==> config.mk <==
export PLATFORM = sky130hd
export DESIGN_NAME = pstc_queue
export DESIGN_NICKNAME = d
export VERILOG_FILES = /design/src/pstc_pkg.sv /design/src/pstc_queue.sv
export SDC_FILE = /design/constraint.sdc
export NUM_CORES = 1
export LEC_CHECK = 0
export BUFFER_PORTS_ARGS = -buffer_cell sky130_fd_sc_hd__buf_2
export CAP_MARGIN = 20
export CORE_MARGIN = 4
export CORE_UTILIZATION = 30
export CTS_CLUSTER_SIZE = 30
export DETAILED_ROUTE_END_ITERATION = 6
export GPL_ROUTABILITY_DRIVEN = 0
export PLACE_DENSITY_LB_ADDON = 0.25
export SYNTH_ARGS = -nofsm -noshare
export SYNTH_HDL_FRONTEND = slang
export SYNTH_SLANG_ARGS = --single-unit
==> constraint.sdc <==
create_clock -name clk -period 3.37 [get_ports clk]
set_input_delay 0.5055 -clock clk [delete_from_list [all_inputs] [get_ports clk]]
set_output_delay 0.5055 -clock clk [all_outputs]
set_load 0.1 [all_outputs]
==> src/pstc_pkg.sv <==
// ----------------------------------------------------------------------------
// pstc_pkg
// shared widths, constants, angle table and word types for the polar scan
// converter
// ----------------------------------------------------------------------------
package pstc_pkg;

    localparam int ROTATION_STEPS_DEFAULT = 16;

    localparam int RANGE_W   = 16;
    localparam int BEARING_W = 16;
    localparam int OUT_W     = 17;
    localparam int MAG_W     = BEARING_W + 1;

    localparam int TURN_W      = 33;
    localparam int TURN_PROD_W = MAG_W + TURN_W;
    localparam int TURN_SHIFT  = 16;
    localparam int GAIN_W      = 32;
    localparam int GAIN_PROD_W = RANGE_W + GAIN_W;
    localparam int GAIN_SHIFT  = 12;
    localparam int START_W     = GAIN_PROD_W - GAIN_SHIFT;
    localparam int PHASE_W     = 32;
    localparam int FOLD_W      = PHASE_W - 1;

    localparam logic [TURN_W-1:0]  TURN_MULT    = 33'd5468522204;
    localparam logic [GAIN_W-1:0]  GAIN_Q32     = 32'd2608131496;
    localparam logic [PHASE_W-1:0] HALF_TURN    = 32'h8000_0000;
    localparam logic [PHASE_W-1:0] QUARTER_TURN = 32'h4000_0000;
    localparam int                 TURN_ROUND   = 1 << (TURN_SHIFT - 1);

    localparam int VEC_W        = START_W + 2;
    localparam int ANG_W        = PHASE_W + 2;
    localparam int RES_W        = 25;
    localparam int TWO_PI_W     = 28;
    localparam int ZR_PROD_W    = RES_W + TWO_PI_W;
    localparam int ZR_SHIFT     = 32;
    localparam int ZR_W         = ZR_PROD_W - ZR_SHIFT;
    localparam int PROD_W       = VEC_W + ZR_W;
    localparam int CORR_SHIFT   = 24;
    localparam int CORR_W       = VEC_W + 1;
    localparam int OUT_FRAC     = 20;
    localparam int RND_W        = CORR_W - OUT_FRAC;
    localparam int ROUND_BIAS   = 1 << (OUT_FRAC - 1);
    localparam int OUT_LIMIT    = 65535;

    localparam logic signed [TWO_PI_W-1:0] TWO_PI_Q24 = 28'sd105414357;

    localparam int ATAN_ENTRIES = 24;
    localparam int ATAN_W       = 31;

    // atan(2^-i) in units of 2^-32 turn
    localparam logic [ATAN_W-1:0] ATAN_TABLE [ATAN_ENTRIES] = '{
        31'd536870912, 31'd316933406, 31'd167458907, 31'd85004756,
        31'd42667331,  31'd21354465,  31'd10679838,  31'd5340245,
        31'd2670163,   31'd1335087,   31'd667544,    31'd333772,
        31'd166886,    31'd83443,     31'd41722,     31'd20861,
        31'd10430,     31'd5215,      31'd2608,      31'd1304,
        31'd652,       31'd326,       31'd163,       31'd81
    };

    localparam int QUEUE_DEPTH = 4;
    localparam int QPTR_W      = $clog2(QUEUE_DEPTH);
    localparam int LEVEL_W     = $clog2(QUEUE_DEPTH + 1);
    localparam int INFLIGHT_W  = 2;
    localparam int OCC_W       = LEVEL_W + 1;

    typedef struct packed {
        logic [START_W-1:0] x_start;
        logic [FOLD_W-1:0]  angle;
        logic               neg_c;
        logic               neg_s;
    } scan_item_t;

    typedef struct packed {
        logic                  push;
        logic [INFLIGHT_W-1:0] inflight;
    } front_status_t;

endpackage

==> src/pstc_queue.sv <==
// ----------------------------------------------------------------------------
// pstc_queue
// short first-in first-out store between the front and the rotation pipeline
// ----------------------------------------------------------------------------
module pstc_queue
    import pstc_pkg::*;
(
    input  logic                clk,
    input  logic                rst_n,
    input  logic                push,
    input  scan_item_t          push_item,
    output logic                head_valid,
    output scan_item_t          head_item,
    output logic [LEVEL_W-1:0]  level
);

    scan_item_t          mem_reg [QUEUE_DEPTH];
    logic [QPTR_W-1:0]   wr_ptr_reg;
    logic [QPTR_W-1:0]   wr_ptr_next;
    logic [QPTR_W-1:0]   rd_ptr_reg;
    logic [QPTR_W-1:0]   rd_ptr_next;
    logic [LEVEL_W-1:0]  level_reg;
    logic [LEVEL_W-1:0]  level_next;
    logic                pop;

    // the rotation pipeline never stalls, so the head leaves every cycle whenever the queue holds a word
    assign pop = (level_reg != '0);

    always_comb
    begin
        wr_ptr_next = wr_ptr_reg;
        rd_ptr_next = rd_ptr_reg;
        level_next  = level_reg;
        if (push)
        begin
            wr_ptr_next = (wr_ptr_reg == QPTR_W'(QUEUE_DEPTH - 1)) ? '0 : wr_ptr_reg + 1'b1;
        end
        if (pop)
        begin
            rd_ptr_next = (rd_ptr_reg == QPTR_W'(QUEUE_DEPTH - 1)) ? '0 : rd_ptr_reg + 1'b1;
        end
        if (push && !pop)
        begin
            level_next = level_reg + 1'b1;
        end
        else if (pop && !push)
        begin
            level_next = level_reg - 1'b1;
        end
    end

    always_ff @(posedge clk or negedge rst_n)
    begin
        if (!rst_n)
        begin
            wr_ptr_reg <= '0;
            rd_ptr_reg <= '0;
            level_reg  <= '0;
        end
        else
        begin
            wr_ptr_reg <= wr_ptr_next;
            rd_ptr_reg <= rd_ptr_next;
            level_reg  <= level_next;
        end
    end

    always_ff @(posedge clk)
    begin
        if (push)
        begin
            mem_reg[wr_ptr_reg] <= push_item;
        end
    end

    assign head_valid = pop;
    assign head_item  = mem_reg[rd_ptr_reg];
    assign level      = level_reg;

    // no overflow
    assert property (@(posedge clk) disable iff (!rst_n)
        !(push && !pop && level_reg == LEVEL_W'(QUEUE_DEPTH)))
        else $error("queue overflow");

    // a word pushed into an empty queue is offered next cycle
    assert property (@(posedge clk) disable iff (!rst_n)
        (push && level_reg == '0) |=> head_valid)
        else $error("pushed word not offered");

endmodule

== Word level (Yosys, flattened, before mapping) ==
Memory sizes are Yosys's and may differ from the RTL's.
Cells that the tools add are included.

* Bits in registers: 7
* Bits in writable memories: 276
* Input port bits: 72
* Memories: 1

{| class="wikitable"
|+ Memory list
! name !! depth !! width !! rd ports !! clocked after memory_dff !! wr ports !! RTL line !! text
|-
| mem_reg || 4 || 69 || 1 || 0 || 1 || pstc_queue.sv:17 || <nowiki>scan_item_t mem_reg [QUEUE_DEPTH];</nowiki>
|}

* Add/sub/neg operators: 4
* Equal/unequal tests: 2
* Muxes and demuxes: 6
* Reduce and logical (&&, ||, !) cells: 6

{| class="wikitable"
|+ Operators with widths
! operator !! count
|-
| 2-to-1 mux 3 bit || 2
|-
| adder 2 x 1 -> 2 bit, second input constant || 2
|-
| equality test 2 bit, second input constant || 2
|-
| 2-to-1 mux 2 bit || 2
|-
| adder 3 x 1 -> 3 bit, second input constant || 1
|-
| nonzero test 3 bit || 1
|-
| subtractor 3 x 1 -> 3 bit, second input constant || 1
|-
| logical AND 1 bit || 2
|-
| zero test 1 bit || 2
|-
| 2-to-1 mux 1 bit || 2
|-
| nonzero test 2 bit || 1
|}

== Depth between registers and ports, before layout ==
* Depth in word-level cells: 4
* Mapped depth: 5

== Least setup slack after synthesis ==
No wires, ideal clock.

* Path kind: register -> register
* Start point: reg wr_ptr_reg[0]
* End point: mem mem_reg[2][0] (netlist bit), enable pin
* Library setup time: 0.435 ns
* Data arrival time: 2.239 ns
* Data required time: 2.935 ns
* Path slack: 0.696 ns
* Stages on the path, launching flop included: 4
* Buffers on the path: 0
* Cells stage by stage: dfrtp_1 -> inv_1 -> ha_1 -> and2_1

{| class="wikitable"
|+ RTL lines
! item !! RTL line !! text
|-
| start: declaration || pstc_queue.sv:18 || <nowiki>logic [QPTR_W-1:0] wr_ptr_reg;</nowiki>
|-
| start signal: assignment || pstc_queue.sv:62 || <nowiki>wr_ptr_reg <= wr_ptr_next;</nowiki>
|-
| end: declaration || pstc_queue.sv:17 ||
|}

Straight into the memory's write port.

==> impl_metrics.ini <==
[run_status]
outcome = finished, final reports clean

[worst_setup_path]
endpoint_required_time_on_the_critical_path_ns = 2.86
timing.critical_path.fanout_max = 40
worstSetupEndpointType = output port
cp.arrival_ns = 2.43
timing.setup.critical_path_class = reg -> out
critical_path.startpoint_type = flop

[final_layout]
final_cell_count_without_fillers = 1048
final-seq-area_mm2 = 0.00847
mostFrequentLayoutCells = 276 x edfxtp_1, 144 x buf_2, 69 x mux4_2
layout_commonest_cell = edfxtp_1
multi_input_area_mm2 = 0.00177
area_growth_syn_to_layout_pct = 21.5
nets = 646
final_area_mm2 = 0.0127
drive_above_1_share_pct = 45.9
final.fill_count = 3178
utilization_pct = 36.9
largest_register_ffs = 276

[yosys]
synthesis.instances = 398
synth.avg_cell_area_um2 = 26.2
flip_flop_and_latch_count_after_synthesis = 283
netlist-cell-type-count = 22
synth_fp_nets = 476
synth.yosys.seq_area_share_pct = 81.2
synthesis.area_mm2 = 0.0104
yosysWarningCount = 0

[global_routing]
grt_start_max_net_pins = 41
grt_overflow = 0
wire_length_of_the_first_global_routing_pass_um = 31900
globalRouteTotalUtil_pct = 10.7
grt_pass1_vias = 5354
antenna_found_initial = 3

[drt]
routed-wl-met3_um = 1150
post_drt_via_cell_ratio = 4.48
totalWireLength_um = 20500
detail_route.iter0.violations = 175
topRoutingLayerUsed = met5
firstDrtPassIters = 4
vias = 4695
antenna_violating_nets_post_route = 0
wl_met2_um = 10500
drt-met1-wl_um = 8430
drt_drc_violations_left = 0
detail_route.wl_per_cell_um = 19.6

[place]
numPortBuffers = 144
dpl_cell_area_mm2 = 0.0117
post-place-cells = 989
hpwlAfterDp_um = 12200

[sta]
setup_violations = 0
hold_viol_final = 0
worst_clock_skew_ns = 0.0137
layout_min_cycle_time_ns = 2.94
slew_violations = 0
fin_crit_sh_pct = 87.2
max_frequency_mhz = 340
maxSlewHeadroom_pct = 51.1
fin_setup_tns_ns = 0
setup_repair_after_global_routing_missed_its_margin = false
tightestPinTransition_ns = 0.733

[clock_network]
cts_max_level = 1
tritoncts = built
cts_setup_buffers = 0
post_cts_resized = 0
postCtsHoldBufs = 1
numClockSinks = 283
clock_path_buffers = 3
cts.clk_slew.worst_paths_ns = 0.06
cts.root.buffer_cell = clkbuf_16
clock_latency_ns = 0.54
cts_made_buffers = 31

[floorplan]
floorplan.die_area_mm2 = 0.0378
floorplan.initialDensity_pct = 30.3
floorplan.core_area_mm2 = 0.0344
fp.dieH_um = 194
chipWidth_um = 194
number_of_placed_i_o_pins = 145
num_rows = 68

[run]
max-cap-violations = 0

[min_path]
min_path_type = in -> reg
-- cell usage after synthesis, drive strengths merged --
cell    count  share of area (%)
edfxtp    276                 79
xor2        2               0.17
nor3        2               0.14
mux2        1               0.11
xnor2       2               0.17
ha          6               0.72
mux4       69                 15
buf        15                1.7
dfrtp       7                1.7
or3         1              0.060
a21o        2               0.14
nand3       1              0.048
nor2        1              0.036
o21ai       3               0.14
inv         4               0.14
clkbuf      1              0.036
and2        4               0.24
nand2       1              0.036
-- critical path: stages, from the launching register on --
cell and delay, ns:
dfrtp_4 0.87, buf_12 0.31, mux4_2 0.25, buf_2 0.42
-- kinds of logic after synthesis --
| family | Yosys count | synth area share, % |
|---|---|---|
| buf+inv | 20 | 1.92 |
| xor+xnor | 4 | 0.336 |
| fa+ha+maj | 6 | 0.720 |
| compound gates | 5 | 0.288 |
| mux | 70 | 15.0 |
| flops | 283 | 81.2 |
| simple gates | 10 | 0.564 |
-- layout make-up --
type	count	share of cell area, %
Antenna cell	1	0.0198
Clock buffer	40	6.39
Clock inverter	17	1.28
Inverter	4	0.119
Multi-Input combinational cell	95	14.0
Sequential cell	283	66.9
Tap cell	455	4.49
Timing Repair Buffer	153	6.83
-- metal layers --
metal	track usage (%)	vias to the layer above
met1	13.5	2485
li1	-	2056
met2	18.5	108
met4	2.76	4
met3	2.81	42
met5	0	-
-- per-stage QoR --
step | setup slack (ns) | hold slack [ns]
6_report | 0.431 | 0.174
3_5_place_dp | 0.976 | 0.351
5_1_grt | 0.308 | 0.143
4_1_cts | 0.361 | 0.140
3_3_place_gp | 0.970 | 0.342
2_1_floorplan | 0.696 | 0.210
-- path summary, 6_finish.rpt --
kind	startpoint	end	slack, ns	cells after the start
min in group asynchronous	rst_n	level[1]	0.34	2
hold reg to reg	level[2]	level[2]	0.53	1
setup / recovery	rd_ptr_reg[1]	head_item[13]	0.43	3
setup reg to reg	wr_ptr_reg[0]	mem_reg[0][18]	1.44	4
max in group asynchronous	rst_n	rd_ptr_reg[0]	2.84	2
hold / removal	push_item[26]	mem_reg[2][26]	0.17	1
Power is left out: the tool's default activity adds up to more than one toggle a clock period on the data nets, which glitch-free logic cannot reach.
