[src/pstc_pkg.sv]
// ----------------------------------------------------------------------------
// pstc_pkg
// shared widths, constants, angle table and word types for the polar scan
// converter
// ----------------------------------------------------------------------------
package pstc_pkg;

    localparam int ROTATION_STEPS_DEFAULT = 16;

    localparam int RANGE_W   = 16;
    localparam int BEARING_W = 16;
    localparam int OUT_W     = 17;
    localparam int MAG_W     = BEARING_W + 1;

    localparam int TURN_W      = 33;
    localparam int TURN_PROD_W = MAG_W + TURN_W;
    localparam int TURN_SHIFT  = 16;
    localparam int GAIN_W      = 32;
    localparam int GAIN_PROD_W = RANGE_W + GAIN_W;
    localparam int GAIN_SHIFT  = 12;
    localparam int START_W     = GAIN_PROD_W - GAIN_SHIFT;
    localparam int PHASE_W     = 32;
    localparam int FOLD_W      = PHASE_W - 1;

    localparam logic [TURN_W-1:0]  TURN_MULT    = 33'd5468522204;
    localparam logic [GAIN_W-1:0]  GAIN_Q32     = 32'd2608131496;
    localparam logic [PHASE_W-1:0] HALF_TURN    = 32'h8000_0000;
    localparam logic [PHASE_W-1:0] QUARTER_TURN = 32'h4000_0000;
    localparam int                 TURN_ROUND   = 1 << (TURN_SHIFT - 1);

    localparam int VEC_W        = START_W + 2;
    localparam int ANG_W        = PHASE_W + 2;
    localparam int RES_W        = 25;
    localparam int TWO_PI_W     = 28;
    localparam int ZR_PROD_W    = RES_W + TWO_PI_W;
    localparam int ZR_SHIFT     = 32;
    localparam int ZR_W         = ZR_PROD_W - ZR_SHIFT;
    localparam int PROD_W       = VEC_W + ZR_W;
    localparam int CORR_SHIFT   = 24;
    localparam int CORR_W       = VEC_W + 1;
    localparam int OUT_FRAC     = 20;
    localparam int RND_W        = CORR_W - OUT_FRAC;
    localparam int ROUND_BIAS   = 1 << (OUT_FRAC - 1);
    localparam int OUT_LIMIT    = 65535;

    localparam logic signed [TWO_PI_W-1:0] TWO_PI_Q24 = 28'sd105414357;

    localparam int ATAN_ENTRIES = 24;
    localparam int ATAN_W       = 31;

    // atan(2^-i) in units of 2^-32 turn
    localparam logic [ATAN_W-1:0] ATAN_TABLE [ATAN_ENTRIES] = '{
        31'd536870912, 31'd316933406, 31'd167458907, 31'd85004756,
        31'd42667331,  31'd21354465,  31'd10679838,  31'd5340245,
        31'd2670163,   31'd1335087,   31'd667544,    31'd333772,
        31'd166886,    31'd83443,     31'd41722,     31'd20861,
        31'd10430,     31'd5215,      31'd2608,      31'd1304,
        31'd652,       31'd326,       31'd163,       31'd81
    };

    localparam int QUEUE_DEPTH = 4;
    localparam int QPTR_W      = $clog2(QUEUE_DEPTH);
    localparam int LEVEL_W     = $clog2(QUEUE_DEPTH + 1);
    localparam int INFLIGHT_W  = 2;
    localparam int OCC_W       = LEVEL_W + 1;

    typedef struct packed {
        logic [START_W-1:0] x_start;
        logic [FOLD_W-1:0]  angle;
        logic               neg_c;
        logic               neg_s;
    } scan_item_t;

    typedef struct packed {
        logic                  push;
        logic [INFLIGHT_W-1:0] inflight;
    } front_status_t;

endpackage

[src/pstc_front.sv]
// ----------------------------------------------------------------------------
// pstc_front
// takes a beam word, scales the bearing to turns, folds it into the first
// quadrant and applies the gain to the range
// ----------------------------------------------------------------------------
module pstc_front
    import pstc_pkg::*;
(
    input  logic                        clk,
    input  logic                        rst_n,
    input  logic                        accept,
    input  logic [RANGE_W-1:0]          range_fixed,
    input  logic signed [BEARING_W-1:0] bearing_fixed,
    output front_status_t               status,
    output scan_item_t                  item
);

    logic [MAG_W-1:0]       mag;
    logic                   s1_valid_reg;
    logic [TURN_PROD_W-1:0] turn_prod_reg;
    logic [TURN_PROD_W-1:0] turn_prod_next;
    logic [GAIN_PROD_W-1:0] gain_prod_reg;
    logic [GAIN_PROD_W-1:0] gain_prod_next;
    logic                   ang_neg_reg;

    logic                   push_reg;
    scan_item_t             item_reg;
    scan_item_t             item_next;

    logic [TURN_PROD_W-1:0] turn_sum;
    logic [PHASE_W-1:0]     phase;
    logic [PHASE_W-1:0]     phase_half;
    logic [PHASE_W-1:0]     phase_quad;
    logic                   neg_c;
    logic                   neg_s;

    always_comb
    begin
        if (bearing_fixed[BEARING_W-1])
        begin
            mag = MAG_W'(1 << BEARING_W) - {1'b0, bearing_fixed};
        end
        else
        begin
            mag = {1'b0, bearing_fixed};
        end
        turn_prod_next = TURN_PROD_W'(mag) * TURN_PROD_W'(TURN_MULT);
        gain_prod_next = GAIN_PROD_W'(range_fixed) * GAIN_PROD_W'(GAIN_Q32);
    end

    // quadrant fold
    always_comb
    begin
        turn_sum = turn_prod_reg + TURN_PROD_W'(TURN_ROUND);
        phase    = turn_sum[TURN_SHIFT +: PHASE_W];
        neg_c    = 1'b0;
        neg_s    = 1'b0;
        if (phase >= HALF_TURN)
        begin
            phase_half = phase - HALF_TURN;
            neg_c      = 1'b1;
            neg_s      = 1'b1;
        end
        else
        begin
            phase_half = phase;
        end
        if (phase_half > QUARTER_TURN)
        begin
            phase_quad = HALF_TURN - phase_half;
            neg_c      = !neg_c;
        end
        else
        begin
            phase_quad = phase_half;
        end
        item_next.x_start = gain_prod_reg[GAIN_PROD_W-1:GAIN_SHIFT];
        item_next.angle   = phase_quad[FOLD_W-1:0];
        item_next.neg_c   = neg_c;
        item_next.neg_s   = neg_s ^ ang_neg_reg;
    end

    always_ff @(posedge clk or negedge rst_n)
    begin
        if (!rst_n)
        begin
            s1_valid_reg <= 1'b0;
            push_reg     <= 1'b0;
        end
        else
        begin
            s1_valid_reg <= accept;
            push_reg     <= s1_valid_reg;
        end
    end

    always_ff @(posedge clk)
    begin
        turn_prod_reg <= turn_prod_next;
        gain_prod_reg <= gain_prod_next;
        ang_neg_reg   <= bearing_fixed[BEARING_W-1];
        item_reg      <= item_next;
    end

    assign status.push     = push_reg;
    assign status.inflight = INFLIGHT_W'(s1_valid_reg) + INFLIGHT_W'(push_reg);
    assign item            = item_reg;

endmodule

[config.mk]
export PLATFORM = sky130hd
export DESIGN_NAME = pstc_front
export DESIGN_NICKNAME = d
export VERILOG_FILES = /design/src/pstc_pkg.sv /design/src/pstc_front.sv
export SDC_FILE = /design/constraint.sdc
export NUM_CORES = 1
export LEC_CHECK = 0
export BUFFER_PORTS_ARGS = -buffer_cell sky130_fd_sc_hd__buf_2
export CAP_MARGIN = 20
export CORE_ASPECT_RATIO = 1.2
export CORE_MARGIN = 10
export CORE_UTILIZATION = 50
export CTS_BUF_LIST = sky130_fd_sc_hd__clkbuf_8
export CTS_CLUSTER_SIZE = 16
export DETAILED_ROUTE_END_ITERATION = 8
export PLACE_DENSITY = 0.67
export REMOVE_ABC_BUFFERS = 1
export SYNTH_ARGS = -nofsm -noshare
export SYNTH_HDL_FRONTEND = slang
export SYNTH_SLANG_ARGS = --single-unit
[constraint.sdc]
create_clock -name clk -period 4.1 [get_ports clk]
set_input_delay 0.615 -clock clk [delete_from_list [all_inputs] [get_ports clk]]
set_output_delay 0.615 -clock clk [all_outputs]
set_load 0.01 [all_outputs]
After elaboration in Yosys (flattened, before gate mapping)
Index checks and enable logic that the tools add are counted. W data, S select, Z words.

Add/subtract/negate cells: 5. Multiply operators: 2. Order comparisons: 2. Bitwise logic cells: 1. Muxes and demuxes: 5. Reductions and logical operators: 1.

Operators by type and width (count): $add A48 B16 Y48 const B (1); $mul A17 B31 Y46 const B (1); $mul A16 B29 Y45 const B (1); $ge A32 B32 Y1 const B (1); $gt A32 B31 Y1 const B (1); $mux W32 (1); $sub A32 B32 Y32 const B (1); $mux W31 (1); $sub A1 B31 Y31 const A (1); $mux W17 (1); $sub A17 B16 Y17 const A (1); $add A1 B1 Y2 (1); $mux W1 (2); $logic_not A1 Y1 (1); $xor A1 B1 Y1 (1).

Flip-flop bits (word level): 163. Input bits: 35. Logic and storage cells: 25. Output and inout port bits: 72.

Depth between registers and ports, before layout
Gate-level depths: netlist of run 1.

Depth in word-level cells: 5. Depth in mapped cells: 28. Gate-level depth less buffers: 28.

Least setup slack after synthesis of run 1
No wires, ideal clock.

Path kind: input -> register. Start: input bearing_fixed[0]. End: register turn_prod_reg[46]. Data arrival time: 8.039 ns. Buffers on the path: 0. Required time: 4.028 ns. Cell stages on the path: 28. Path slack: -4.010 ns. Setup time: 0.072 ns. Cell sequence: inv_1 > ha_1 > nand2_1 > or4_1 > nand2b_1 > o21ai_0 > xor2_1 > inv_1 > fa_1 > inv_1 > fa_1 > inv_1 > fa_1 > fa_1 > fa_1 > inv_1 > fa_1 > inv_1 > ha_1 > nand3_1 > or2_0 > o31ai_1 > nor3b_1 > o31a_1 > or4b_1 > a211o_1 > nand3b_1 > xor2_1.

Longest elaborated chain between the ends: 3.

Ends and longest elaborated chain: from (decl) (line pstc_front.sv:13) `input logic signed [BEARING_W-1:0] bearing_fixed,`; $sub A17 B16 Y17 (line pstc_front.sv:41) `mag = MAG_W'(1 << BEARING_W) - {1'b0, bearing_fixed};`; $mux W17 * (line pstc_front.sv:39) `if (bearing_fixed[BEARING_W-1])`; $mul A17 B31 Y46 * (line pstc_front.sv:47) `turn_prod_next = TURN_PROD_W'(mag) * TURN_PROD_W'(TURN_MULT);`; net turn_prod_next[46] (line pstc_front.sv:21) `logic [TURN_PROD_W-1:0] turn_prod_next;`; to (signal assigned) (line pstc_front.sv:99) `turn_prod_reg <= turn_prod_next;`; to (decl) (line pstc_front.sv:20) `logic [TURN_PROD_W-1:0] turn_prod_reg;`.

The timed path passes the listed nets; every way through them passes the cells marked *.

Worst setup path in the final report of run 1
Start: input bearing_fixed[1]. End: register turn_prod_reg[47].

Same word-level chain as after synthesis.

==> results of run 1 <==
==> critical path, delay by kind of cell <==
family	cells	cell delay, ns
buffers and inverters	7	0.45
AO/OA/AOI/OAI	6	1.29
adder cells (fa/ha/maj)	8	3.45
XOR/XNOR	1	0.19
AND/OR/NAND/NOR	7	1.58
==> cell type report <==
| class | count | area share [%] |
|---|---|---|
| Tap cell | 539 | 2.42 |
| Clock buffer | 18 | 0.889 |
| Clock inverter | 14 | 0.660 |
| Multi-Input combinational cell | 1322 | 61.8 |
| Antenna cell | 1 | 0.00898 |
| Sequential cell | 141 | 10.2 |
| Inverter | 529 | 7.19 |
| Timing Repair Buffer | 610 | 16.9 |
==> stage by stage <==
stage / util [%] / hold slack [ns] / setup WS [ns] / instance area [um2]
floorplan: - / 0.310 / -4.01 / 20400
global placement: 61.3 / 0.310 / -4.15 / 24900
detailed placement: 61.3 / 0.312 / -4.32 / 24900
CTS: 66.7 / 0.198 / -3.03 / 27100
global route: 68.5 / 0.204 / -3.33 / 27900
finish: 68.5 / 0.228 / -3.06 / 27900
==> metal layers <==
metal / vias up / track usage [%]
li1: 7567 / -
met1: 7993 / 27.1
met2: 344 / 45.2
met3: 137 / 2.97
met4: 0 / 12.0
met5: - / 0
==> timing repair <==
action	4_1_cts	5_1_grt
hold buffers	1	0
resized for setup	290	142
setup endpoints to repair	69	69
pin swaps	211	122
hold endpoints to repair	2	0
setup buffers	62	25
==> synthesized netlist by cell type, types with 7 or more instances <==
cell type	instances
a31oi_1	14
or3_1	9
a21oi_1	55
nand3_1	26
a21o_1	33
fa_1	358
o21a_1	11
nor4_1	8
a211oi_1	7
o21bai_1	14
and3_1	22
dfxtp_1	139
nand2_1	36
xnor2_1	94
o211ai_1	7
o21ai_0	26
ha_1	339
inv_1	529
a221oi_1	7
nor2_1	61
nor3_1	15
or2_2	8
xor2_1	41
nand4_1	16
and2_1	10
nor2b_1	12
==> layout by cell type (no fill, tap or decap), drive strengths merged, types with 36 or more instances in the layout <==
cell / instances
nor2: 62
ha: 339
fa: 358
dfxtp: 139
xor2: 41
a21oi: 55
nand2: 36
inv: 536
buf: 609
xnor2: 94
==> worst paths after layout <==
kind / slack [ns] / end / startpoint
max in group asynchronous: 3.58 / s1_valid_reg / rst_n
setup reg to reg: 0.55 / item[25] / turn_prod_reg[16]
min in group asynchronous: 0.43 / push_reg / rst_n
hold reg to reg: 0.33 / item[40] / gain_prod_reg[19]
hold / removal: 0.23 / s1_valid_reg / accept
setup / recovery: -3.06 / turn_prod_reg[47] / bearing_fixed[1]
==> kinds of logic after synthesis <==
| group | after synthesis | share of synthesized area, % |
|---|---|---|
| buffers and inverters | 540 | 10.0 |
| xor gates and xnor gates | 135 | 5.77 |
| and+or+nand+nor | 259 | 6.92 |
| DFF | 141 | 13.8 |
| muxes | 5 | 0.263 |
| adders and majority gates | 697 | 55.7 |
| AOI/OAI and AO/OA | 220 | 7.46 |
| other | 1 | 0.0183 |
==> impl_metrics.tcl, run 1 <==
set metrics [dict create \
    status "finished with violations" \
    violations "negative setup slack" \
    setup_viol 69 \
    crit_path_top_delay_cell "fa_1" \
    grt_max_degree 24 \
    gr-usage-all-layers_pct 24.6 \
    grt_pass1_vias 17900 \
    synth_ff_type "dfxtp_1" \
    drt_iter0_markers 482 \
    cp_slowest_stage_delay_ns 0.56 \
    drtPass1Iterations 7 \
    antenna_found_initial 1 \
    finalCritPeriodShare_pct 175 \
    async_reset_ff_share_pct 1.42 \
    syn_area_um2 20500 \
    overflow 0 \
    dp_hpwl_um 51100 \
    synth_cell_types 76 \
    synth_seq_cells 141 \
    wl_met1_um 22800 \
    postRouteAntennaNets 0 \
    start_util_pct 50.4 \
    die_area_um2 49500 \
    critical_path_class "input pin to register" \
    drive_above_1_share_pct 34.7 \
    cp.arrival_ns 7.59 \
    fmax_mhz 140 \
    rows 81 \
    tightest_slew_ns 0.589 \
    postSynthAreaPerCell_um2 10.2 \
    nFillCells 3096 \
    synth_edf_count 0 \
    cp_max_fo 3 \
    wl_um 61000 \
    portBuffers 106 \
    grt_first_pass_wirelength_um 94200 \
    synthTopCellsByArea "fa_1 (35%), ha_1 (21%), dfxtp_1 (14%), inv_1 (9.7%), xnor2_1 (4.0%)" \
    wl_per_cell_um 19.2 \
    die_w_um 205 \
    drc 0 \
    fin_tns_setup_ns -122.30 \
    clk_path_buf_depth 2 \
    vias 16000 \
    insertion_delay_ns 0.50 \
    fin_crit_ns 7.16 \
    place.gp.congestion 0.973 \
    stdcell_count 3174 \
    finalMaxSlewViolations 0 \
    htreeDepth 4 \
    start_kind "input pin" \
    crit_path_end_kind "register" \
    regArea_um2 2830 \
    numCtsBuffers 17 \
    slew_headroom_pct 60.2 \
    cts_root_buf "clkbuf_8" \
    netlist.area_leader.share_pct 35.0 \
    cts.clk_slew.worst_paths_ns 0.08 \
    finalHoldViolations 0 \
    cts_tree "built" \
    io_pins 107 \
    numClockSinks 141 \
    r2r_cells 10 \
    area_delta_synth_final_pct 36.1 \
    fp.coreArea_um2 40600 \
    wl_met3_um 2160 \
    nets 3353 \
    largest_reg_flops 69 \
    worst_path_most_repeated_cell "fa_1" \
    synth_cells 1998 \
    top_layer_used "met4" \
    wl_met2_um 32900 \
    placed_cells 3071 \
    max-cap-violations 0 \
    finalClockSkew_ns 0.0193 \
    fin_ws_ns -3.06 \
    yosysWarningCount 0 \
    ys_seq_area_share_pct 13.8 \
    hold_path.class "input pin to register" \
    die_y_um 242 \
    whs_path_depth 1 \
    via_per_inst 5.05 \
    cp.required_ns 4.52 \
    multiInputGateArea_um2 17200 \
    rsz0062_at_grt "true" \
    synth_top_cell_by_area "fa_1" \
]
Power of run 1 is left out: the tool's default activity adds up to more than one toggle a clock period on the data nets, which glitch-free logic cannot reach.
==> run 2: changes to the inputs <==
CORE_UTILIZATION = 55   (was 50)
PLACE_DENSITY = 0.73   (was 0.67)
==> run 2 against run 1 <==
The flow still finishes with violations (negative setup slack). Die area fell by 8.3%. Clock skew rose by 0.00064 ns. Via count rose by 0.41%. Clock-buffer cell count fell by 1. Sequential share of layout area rose by 0.25 points. Wire length fell by 2.8%. Core utilization rose by 5.4 points. Cell count fell by 2.9%. Largest cell class unchanged.
==> impl_metrics.tcl, run 2 (synthesis gave the netlist of run 1 again) <==
set metrics [dict create \
    status "finished with violations" \
    violations "negative setup slack" \
    cp.required_ns 4.52 \
    final_cell_mix "inv_1 (492), buf_4 (433), fa_1 (327)" \
    largest_reg_flops 69 \
    max-cap-violations 0 \
    area_delta_synth_final_pct 32.8 \
    crit_path_end_kind "register" \
    cp_slowest_stage_delay_ns 0.56 \
    rsz0062_at_grt "true" \
    place.gp.congestion 1.02 \
    start_kind "input pin" \
    cts_root_buf "clkbuf_8" \
    fp.coreArea_um2 36800 \
    overflow 0 \
    min-delay-start "accept" \
    die_y_um 231 \
    fmax_mhz 140 \
    io_pins 107 \
    portBuffers 106 \
    drive_above_1_share_pct 33.3 \
    r2r_cells 10 \
    wl_met2_um 31000 \
    top_layer_used "met4" \
    wl_met1_um 23000 \
    crit_family "adder cells" \
    tightest_slew_ns 0.656 \
    hold_path.class "input pin to register" \
    rows 77 \
    die_w_um 196 \
    wl_met3_um 2290 \
    cp.arrival_ns 7.57 \
    crit_path_top_delay_cell "fa_1" \
    wl_per_cell_um 19.2 \
    fin_tns_setup_ns -124.72 \
    clk_path_buf_depth 2 \
    worst_path_most_repeated_cell "fa_1" \
    r2r_end "item[13]" \
    finalClockSkew_ns 0.0199 \
    r2r_slack_ns 0.43 \
    start_util_pct 55.6 \
    fin_crit_ns 7.14 \
    slew_headroom_pct 55.9 \
    dp_hpwl_um 49200 \
    numClockSinks 141 \
    regToRegStartpoint "turn_prod_reg[16]" \
    final_common_cell "inv_1" \
    insertion_delay_ns 0.50 \
    finalHoldViolations 0 \
    pre_cts_slack_ns -4.24 \
    whs_path_depth 1 \
    cts_tree "built" \
    critical_path_class "input pin to register" \
    wl_um 59300 \
    grt_first_pass_wirelength_um 92900 \
    via_per_inst 5.23 \
    vias 16100 \
    drc 0 \
    finalMaxSlewViolations 0 \
    numCtsBuffers 17 \
    finalCritPeriodShare_pct 174 \
    antenna_found_initial 1 \
    setup_viol 69 \
    hold_path_end "s1_valid_reg" \
    grt_max_degree 24 \
    die_area_um2 45400 \
    nets 3326 \
    drtPass1Iterations 5 \
    fin_ws_ns -3.04 \
    htreeDepth 4 \
    drt_iter0_markers 724 \
    gr-usage-all-layers_pct 26.1 \
    postRouteAntennaNets 0 \
    grt_pass1_vias 17800 \
    cts.clk_slew.worst_paths_ns 0.08 \
    startpoint "bearing_fixed[1]" \
    cp_max_fo 3 \
    cp_num_buf_inv 7 \
]
-- run 2: cell types whose count changed in the layout (fill, tap and decap cells not counted), sizes merged --
cell      previous run  this run
clkbuf              18        17
buf                609       582
inv                536       537
bufinv               3         0
clkinv               2         4
clkinvlp             2         3
-- run 2: layout make-up --
type	instances	area, um2
well taps	474	593
inverters	529	2000
flip-flops and latches	141	2830
clock inverters	15	129
diodes	1	2.50
multi-input cells	1322	17000
fillers	2521	9600
clock buffers	17	234
repair buffers	583	4430
-- run 2: worst max-delay path by stage --
| stage | end | slack (ns) | cells past startpoint |
|---|---|---|---|
| finish | turn_prod_reg[47] | -3.04 | 29 |
| global route | turn_prod_reg[46] | -3.28 | 29 |
| CTS | turn_prod_reg[47] | -2.98 | 29 |
| detailed placement | turn_prod_reg[46] | -4.24 | 29 |
| global placement | turn_prod_reg[47] | -4.06 | 29 |
| floorplan | turn_prod_reg[46] | -4.01 | 28 |
-- run 2: layer usage --
layer | GRT usage (%) | up-vias
li1 | - | 7517
met1 | 30.1 | 8025
met2 | 47.0 | 430
met3 | 3.28 | 135
met4 | 12.2 | 0
met5 | 0 | -
-- run 2: through the flow --
step / cells / area [um2] / hold slack, ns / utilization [%]
after global routing: 3082 / 27200 / 0.205 / 73.9
after CTS: 3073 / 26700 / 0.201 / 72.5
after detailed placement: 2993 / 24700 / 0.312 / 67.1
after floorplan: 1992 / 20400 / 0.310 / -
after global placement: 2993 / 24700 / 0.310 / 67.1
final: 3082 / 27200 / 0.224 / 73.9
-- run 2: what timing repair did --
action,CTS,global route
endpoints found under the hold margin,2,0
hold buffers,1,0
gates resized for setup,275,110
setup buffers,57,19
setup endpoints to repair,69,69
gates cloned,0,0
pin swaps,187,102
Power of run 2 is left out for the same reason.
